### config.mk
export PLATFORM = sky130hd
export DESIGN_NAME = set_table_insert_delete_lookup
export DESIGN_NICKNAME = d
export VERILOG_FILES = /design/src/rtl/stbl_pkg.sv /design/src/rtl/stbl_cell.sv /design/src/rtl/set_table_insert_delete_lookup.sv
export SDC_FILE = /design/constraint.sdc
export NUM_CORES = 2
export LEC_CHECK = 0
export BUFFER_PORTS_ARGS = -buffer_cell sky130_fd_sc_hd__buf_2
export CAP_MARGIN = 20
export CORE_MARGIN = 8
export CORE_UTILIZATION = 60
export CTS_CLUSTER_SIZE = 10
export DETAILED_ROUTE_END_ITERATION = 12
export PLACE_DENSITY = 0.81
export SYNTH_ARGS = -nofsm -noshare
export SYNTH_HDL_FRONTEND = slang
export SYNTH_SLANG_ARGS = --single-unit
### constraint.sdc
create_clock -name clk -period 8.8 [get_ports clk]
set_input_delay 1.76 -clock clk [delete_from_list [all_inputs] [get_ports clk]]
set_output_delay 1.76 -clock clk [all_outputs]
set_load 0.05 [all_outputs]
### src/rtl/stbl_pkg.sv
`timescale 1ns / 1ps
`default_nettype none

package stbl_pkg;

    typedef enum logic [1:0] {
        CMD_LOOKUP = 2'd0,
        CMD_INSERT = 2'd1,
        CMD_DELETE = 2'd2,
        CMD_CLEAR  = 2'd3
    } cmd_t;

    typedef enum logic [1:0] {
        ST_DONE     = 2'd0,
        ST_DUP      = 2'd1,
        ST_NOTFOUND = 2'd2,
        ST_FULL     = 2'd3
    } status_t;

    typedef struct packed {
        logic cmp_en;
        logic ins_en;
        logic del_en;
    } cell_ctrl_t;

endpackage

`default_nettype wire

### src/rtl/stbl_cell.sv
`timescale 1ns / 1ps
`default_nettype none

module stbl_cell #(
    parameter int INDEX     = 0,
    parameter int KEY_WIDTH = 32,
    parameter int CNT_W     = 7
) (
    input  wire                     clk,
    input  stbl_pkg::cell_ctrl_t    ctrl,
    input  wire [KEY_WIDTH-1:0]     key,
    input  wire [CNT_W-1:0]         count,
    input  wire [KEY_WIDTH-1:0]     entry_in,
    input  wire                     seen_in,
    output logic [KEY_WIDTH-1:0]    entry_out,
    output logic                    seen_out
);
    import stbl_pkg::*;

    logic [KEY_WIDTH-1:0] entry_reg;
    logic [KEY_WIDTH-1:0] entry_next;
    logic                 match_reg;
    logic                 match_next;
    logic                 live;

    assign live     = CNT_W'(INDEX) < count;
    assign seen_out = seen_in | match_reg;
    assign entry_out = entry_reg;

    always_comb
    begin
        match_next = match_reg;
        if (ctrl.cmp_en)
        begin
            match_next = live && (entry_reg == key);
        end
    end

    always_comb
    begin
        entry_next = entry_reg;
        priority if (ctrl.del_en && seen_out)
        begin
            entry_next = entry_in;
        end
        else if (ctrl.ins_en && (count == CNT_W'(INDEX)))
        begin
            entry_next = key;
        end
    end

    always_ff @(posedge clk)
    begin
        entry_reg <= entry_next;
        match_reg <= match_next;
    end

endmodule

`default_nettype wire

### src/rtl/set_table_insert_delete_lookup.sv
`timescale 1ns / 1ps
`default_nettype none

// Set of distinct keys held in a row of CAPACITY cells, packed from cell 0 up
// to the member count. Each request (tuser: operation, tdata: key) goes
// through S_CMP, where every cell compares its entry against the key, then
// S_UPD, where the match bits ripple up the row, a delete shifts each entry
// above the match down one cell, an insert writes the cell at the count, and
// the result is registered; S_UPD waits while the output stage is held. A new
// request is taken in S_IDLE, or in S_UPD while the output stage is free or
// being drained, never in S_CMP. Keys compare on their low KEY_WIDTH bits. An
// absent key inserted into a full set is rejected, status full; no reset sweep.
module set_table_insert_delete_lookup #(
    parameter int CAPACITY  = 64,
    parameter int KEY_WIDTH = 32,
    localparam int CNT_W    = $clog2(CAPACITY + 1),
    localparam int OUT_W    = ((CNT_W + 5 + 7) / 8) * 8
) (
    input  wire              clk,
    input  wire              rst_n,
    input  wire              s_tvalid,
    output logic             s_tready,
    input  wire [31:0]       s_tdata,   // key
    input  wire [1:0]        s_tuser,   // cmd
    output logic             m_tvalid,
    input  wire              m_tready,
    output logic [OUT_W-1:0] m_tdata    // hit, status, count_now, empty_flag, full_flag
);
    import stbl_pkg::*;

    typedef enum logic [2:0] {
        S_IDLE = 3'b001,
        S_CMP  = 3'b010,
        S_UPD  = 3'b100
    } state_t;

    state_t               state_reg;
    state_t               state_next;
    cmd_t                 cmd_reg;
    logic [KEY_WIDTH-1:0] key_reg;
    logic [CNT_W-1:0]     count_reg;
    logic [CNT_W-1:0]     count_next;

    logic                 out_valid_reg;
    logic                 out_valid_next;
    logic                 hit_reg;
    status_t              status_reg;
    status_t              status_next;
    logic [CNT_W-1:0]     count_now_reg;
    logic                 empty_reg;
    logic                 full_reg;

    logic                 out_free;
    logic                 upd_go;
    logic                 take;
    logic                 hit;
    logic                 ins_ok;
    logic                 del_ok;
    cell_ctrl_t           ctrl;

    logic [KEY_WIDTH-1:0] entry_w [CAPACITY];
    logic                 seen_w  [CAPACITY+1];

    assign out_free = !out_valid_reg || m_tready;
    assign s_tready = (state_reg == S_IDLE) || ((state_reg == S_UPD) && out_free);
    assign take     = s_tvalid && s_tready;
    assign upd_go   = (state_reg == S_UPD) && out_free;
    assign hit      = seen_w[CAPACITY];

    assign ctrl.cmp_en = (state_reg == S_CMP);
    assign ctrl.ins_en = upd_go && ins_ok;
    assign ctrl.del_en = upd_go && del_ok;

    assign seen_w[0] = 1'b0;

    genvar gi;
    generate
        for (gi = 0; gi < CAPACITY; gi++)
        begin : g_cell
            logic [KEY_WIDTH-1:0] up_entry;
            if (gi == CAPACITY - 1)
            begin : g_last
                assign up_entry = entry_w[gi];
            end
            else
            begin : g_mid
                assign up_entry = entry_w[gi+1];
            end
            stbl_cell #(
                .INDEX     (gi),
                .KEY_WIDTH (KEY_WIDTH),
                .CNT_W     (CNT_W)
            ) u_cell (
                .clk       (clk),
                .ctrl      (ctrl),
                .key       (key_reg),
                .count     (count_reg),
                .entry_in  (up_entry),
                .seen_in   (seen_w[gi]),
                .entry_out (entry_w[gi]),
                .seen_out  (seen_w[gi+1])
            );
        end
    endgenerate

    always_comb
    begin
        ins_ok      = 1'b0;
        del_ok      = 1'b0;
        count_next  = count_reg;
        status_next = ST_DONE;
        unique case (cmd_reg)
            CMD_LOOKUP:
            begin
                status_next = hit ? ST_DONE : ST_NOTFOUND;
            end
            CMD_INSERT:
            begin
                if (hit)
                begin
                    status_next = ST_DUP;
                end
                else if (count_reg >= CNT_W'(CAPACITY))
                begin
                    status_next = ST_FULL;
                end
                else
                begin
                    ins_ok     = 1'b1;
                    count_next = count_reg + CNT_W'(1);
                end
            end
            CMD_DELETE:
            begin
                if (!hit)
                begin
                    status_next = ST_NOTFOUND;
                end
                else
                begin
                    del_ok     = 1'b1;
                    count_next = count_reg - CNT_W'(1);
                end
            end
            CMD_CLEAR:
            begin
                count_next = '0;
            end
            default:
            begin
                count_next = count_reg;
            end
        endcase
    end

    always_comb
    begin
        state_next = state_reg;
        unique case (state_reg)
            S_IDLE:
            begin
                if (take)
                begin
                    state_next = S_CMP;
                end
            end
            S_CMP:
            begin
                state_next = S_UPD;
            end
            S_UPD:
            begin
                if (take)
                begin
                    state_next = S_CMP;
                end
                else if (upd_go)
                begin
                    state_next = S_IDLE;
                end
            end
            default:
            begin
                state_next = S_IDLE;
            end
        endcase
    end

    always_comb
    begin
        out_valid_next = out_valid_reg;
        if (upd_go)
        begin
            out_valid_next = 1'b1;
        end
        else if (m_tready)
        begin
            out_valid_next = 1'b0;
        end
    end

    always_ff @(posedge clk or negedge rst_n)
    begin
        if (!rst_n)
        begin
            state_reg     <= S_IDLE;
            count_reg     <= '0;
            out_valid_reg <= 1'b0;
        end
        else
        begin
            state_reg     <= state_next;
            out_valid_reg <= out_valid_next;
            if (upd_go)
            begin
                count_reg <= count_next;
            end
        end
    end

    always_ff @(posedge clk)
    begin
        if (take)
        begin
            cmd_reg <= cmd_t'(s_tuser);
            key_reg <= KEY_WIDTH'(s_tdata);
        end
        if (upd_go)
        begin
            hit_reg       <= hit;
            status_reg    <= status_next;
            count_now_reg <= count_next;
            empty_reg     <= (count_next == '0);
            full_reg      <= (count_next == CNT_W'(CAPACITY));
        end
    end

    assign m_tvalid = out_valid_reg;
    assign m_tdata  = OUT_W'({full_reg, empty_reg, count_now_reg, status_reg, hit_reg});

`ifndef NO_ASSERTIONS
    a_count_bound: assert property (@(posedge clk) disable iff (!rst_n)
        count_reg <= CNT_W'(CAPACITY))
        else $error("member count above capacity");

    a_upd_result: assert property (@(posedge clk) disable iff (!rst_n)
        upd_go |=> m_tvalid)
        else $error("update cycle gave no result");

    a_no_take_cmp: assert property (@(posedge clk) disable iff (!rst_n)
        (state_reg == S_CMP) |-> !s_tready)
        else $error("request taken during compare");

    a_flags: assert property (@(posedge clk) disable iff (!rst_n)
        m_tvalid |-> !(empty_reg && full_reg))
        else $error("empty and full both set");

    a_cmp_then_upd: assert property (@(posedge clk) disable iff (!rst_n)
        (state_reg == S_CMP) |=> (state_reg == S_UPD))
        else $error("compare not followed by update");
`endif

endmodule

`default_nettype wire
==> results.tsv <==
metric	value	unit
Crit Path Class	flip-flop to flip-flop	
Final Hold Fails	0	
top post-synthesis cells by count	edfxtp_1 (2158), mux2_2 (1964), xor2_1 (1225)	
EDFF count, synth	2158	
top cell type's share of synthesized area	56.2	%
Synth cell types	65	
worst hold path type	flip-flop to flip-flop	
GPL Wtd Cong	0.946	
first-pass GRT wire length	466000	um
Cells after DPL	10200	
Mapped Avg Cell Area	14.3	um^2
max cap viols	0	
wirelength, routed	318000	um
total power	28.6	mW
min cycle time layout	6.39	ns
vias in the first global route	69800	
CP Data Required Time	9.30	ns
antenna-violating nets left	0	
drt drc	0	
vias post-DR	68600	
total track usage	30.1	%
final net count	7994	
DR iter-0 viols	8095	
area grow syn2layout	8.87	%
post-detail-place hpwl	212000	um
max reg flops	2048	
Worst path slowest cell	o21ai_4	
FF-to-FF Start	g_cell[2].u_cell.match_reg	
Slew Viols, Final	0	
area leader, netlist	edfxtp_1	
post-DR vias/cell	6.49	
Die Width	454	um
Static Leak	40.5	nW
Core Rows	161	
clk_lat worst skew	0.89	ns
pwr dens	228	nW/um^2
total congestion overflow	0	
I/O Buffers	51	
layout cell share with drive strength beyond 1	33.3	%
clk sink count	2169	
initial core utilization	60.1	%
register area share after synthesis	56.4	%
Max clock buf depth	3	
Largest stage delay, worst path	1.06	ns
Synthesis Warnings	0	
io pins	56	
die area	206000	um^2
Post-Synthesis Cells	8083	
status	complete, no violations	
Post-CTS Setup Repair Bufs	0	
Die Y	454	um
final setup fails	0	
clock root buffer	clkbuf_16	
crit path max fanout	32	
Area contributors post-synth	edfxtp_1 (56%), mux2_2 (19%), xor2_1 (9.3%), xnor2_1 (6.3%), nor4_1 (2.0%)	
crit end category	flip-flop	
FFs w/ async S/R, synth	0.507	%
CP arrival	6.89	ns
post-DR wirelength/cell	30.1	um
most common cell in the synthesized netlist	edfxtp_1	
RSZ-0062 raised after global routing	false	
setup_tns	0	ns
First-pass DRT Iterations	5	
transition time of the tightest slew-check pin	1.29	ns
CTS tree	yes	
Crit. Startpoint	g_cell[2].u_cell.match_reg	
min-delay src	g_cell[15].u_cell.entry_out[12]	
Final Skew	0.0427	ns
CORE AREA	192000	um^2
Reg clk slew, reported paths	0.06	ns
Synth Register Bits	2169	
number of H-tree levels	4	
fin crit share	72.7	%
CTS Hold Bufs	0	
CTS resizes	0	
Rel. slew slack	14.3	%
Finished Layout Cells	10600	
initial antenna violation count	14	
critical path, cell by cell	nor3_1 -> nand3_1 -> or4_1 -> buf_4 -> nor3_2 -> nand2_1 -> nor4_2 -> buf_4 -> nand3_1 -> o21ai_4	
Primary FF master, synth	edfxtp_1	
Inserted Clock Buffers	239	
largest net degree at the start of global routing	81	
FMAX	156	MHz
VDD IR-drop max	0.188	mV
Critical Path Source Type	flip-flop	
mapped cell area	115000	um^2
[metrics by stage]
step | hold slack [ns] | instance area, um^2 | util [%] | setup WS [ns]
2_1_floorplan | 0.424 | 115000 | - | 2.33
3_3_place_gp | 0.533 | 119000 | 62.0 | 2.78
3_5_place_dp | 0.563 | 119000 | 62.0 | 2.62
4_1_cts | 0.569 | 125000 | 65.4 | 2.63
5_1_grt | 0.605 | 126000 | 65.4 | 2.31
6_report | 0.561 | 126000 | 65.5 | 2.41
[kinds of logic after synthesis]
| logic type | share of synthesized area [%] |
|---|---|
| DFF | 56.4 |
| buffers and inverters | 2.42 |
| other | 0.00325 |
| xor gates and xnor gates | 15.6 |
| adders and majority gates | 0.0651 |
| muxes | 19.6 |
| and+or+nand+nor | 4.73 |
| AOI/OAI and AO/OA | 1.20 |
[layer usage]
metal  GRT usage (%)  wire length, um  share of wire, %  up-vias
met5               0               46             0.014        -
met4            17.0            20900               6.6        6
met3            5.91            29000               9.1      903
met2            47.7           146000                46     3753
met1            39.1           122000                38    34400
li1                -                -                 -    29600
[placed cells by master (no fill, tap or decap), types with 6 or more instances in the layout]
cell / n
and2_1: 6
nor2_1: 40
edfxtp_1: 2158
clkinv_1: 7
o311ai_0: 7
nand3_1: 74
o21ai_0: 42
ha_1: 6
or2_2: 7
nor4_1: 374
nor2_2: 14
diode_2: 9
or4_1: 7
inv_1: 11
or3_1: 12
nand2_1: 97
a21oi_1: 9
nand4_1: 239
clkbuf_1: 65
o21bai_2: 20
o21ai_2: 27
mux2_4: 29
nor3_1: 51
buf_12: 31
dfrtp_1: 10
buf_2: 52
o21bai_4: 6
buf_4: 229
o211ai_1: 18
xor2_1: 1225
nand2b_1: 7
mux2_2: 1964
o21a_1: 8
o2111ai_1: 7
clkbuf_16: 242
o21ai_4: 9
xnor2_1: 823
o31ai_4: 8
a2111oi_0: 8
[power by group]
group | internal (mW) | switching (mW)
Combinational | 2.88 | 4.45
Sequential | 12.2 | 0.240
Clock | 4.96 | 3.90
Total | 20.0 | 8.59
[cell type report]
| type | count | area, um^2 |
|---|---|---|
| Clock buffer | 309 | 6330 |
| Timing Repair Buffer | 313 | 2630 |
| Tap cell | 2526 | 3160 |
| Antenna cell | 9 | 22.5 |
| Fill cell | 13200 | 66200 |
| Inverter | 14 | 52.6 |
| Clock inverter | 18 | 224 |
| Sequential cell | 2169 | 65100 |
| Multi-Input combinational cell | 5213 | 48000 |
[worst max-delay path, delay by kind of cell, from the launching register on]
kind | cells | cell delay [ns]
and+or+nand+nor | 7 | 3.92
AOI/OAI and AO/OA | 1 | 1.06
buffers and inverters | 2 | 0.57
DFF | 1 | 0.41
[final timing paths]
path / slack, ns / endpoint / cells past startpoint
max: 2.41 / g_cell[25].u_cell.entry_out[12] / 10
min: 0.56 / g_cell[14].u_cell.entry_out[12] / 2
max reg2reg: 2.41 / g_cell[25].u_cell.entry_out[12] / 10
min reg2reg: 0.56 / g_cell[14].u_cell.entry_out[12] / 2
max in group asynchronous: 7.51 / count_reg[1] / 1
min in group asynchronous: 0.87 / state_reg[1] / 1
(Power assumes the default switching activity.)
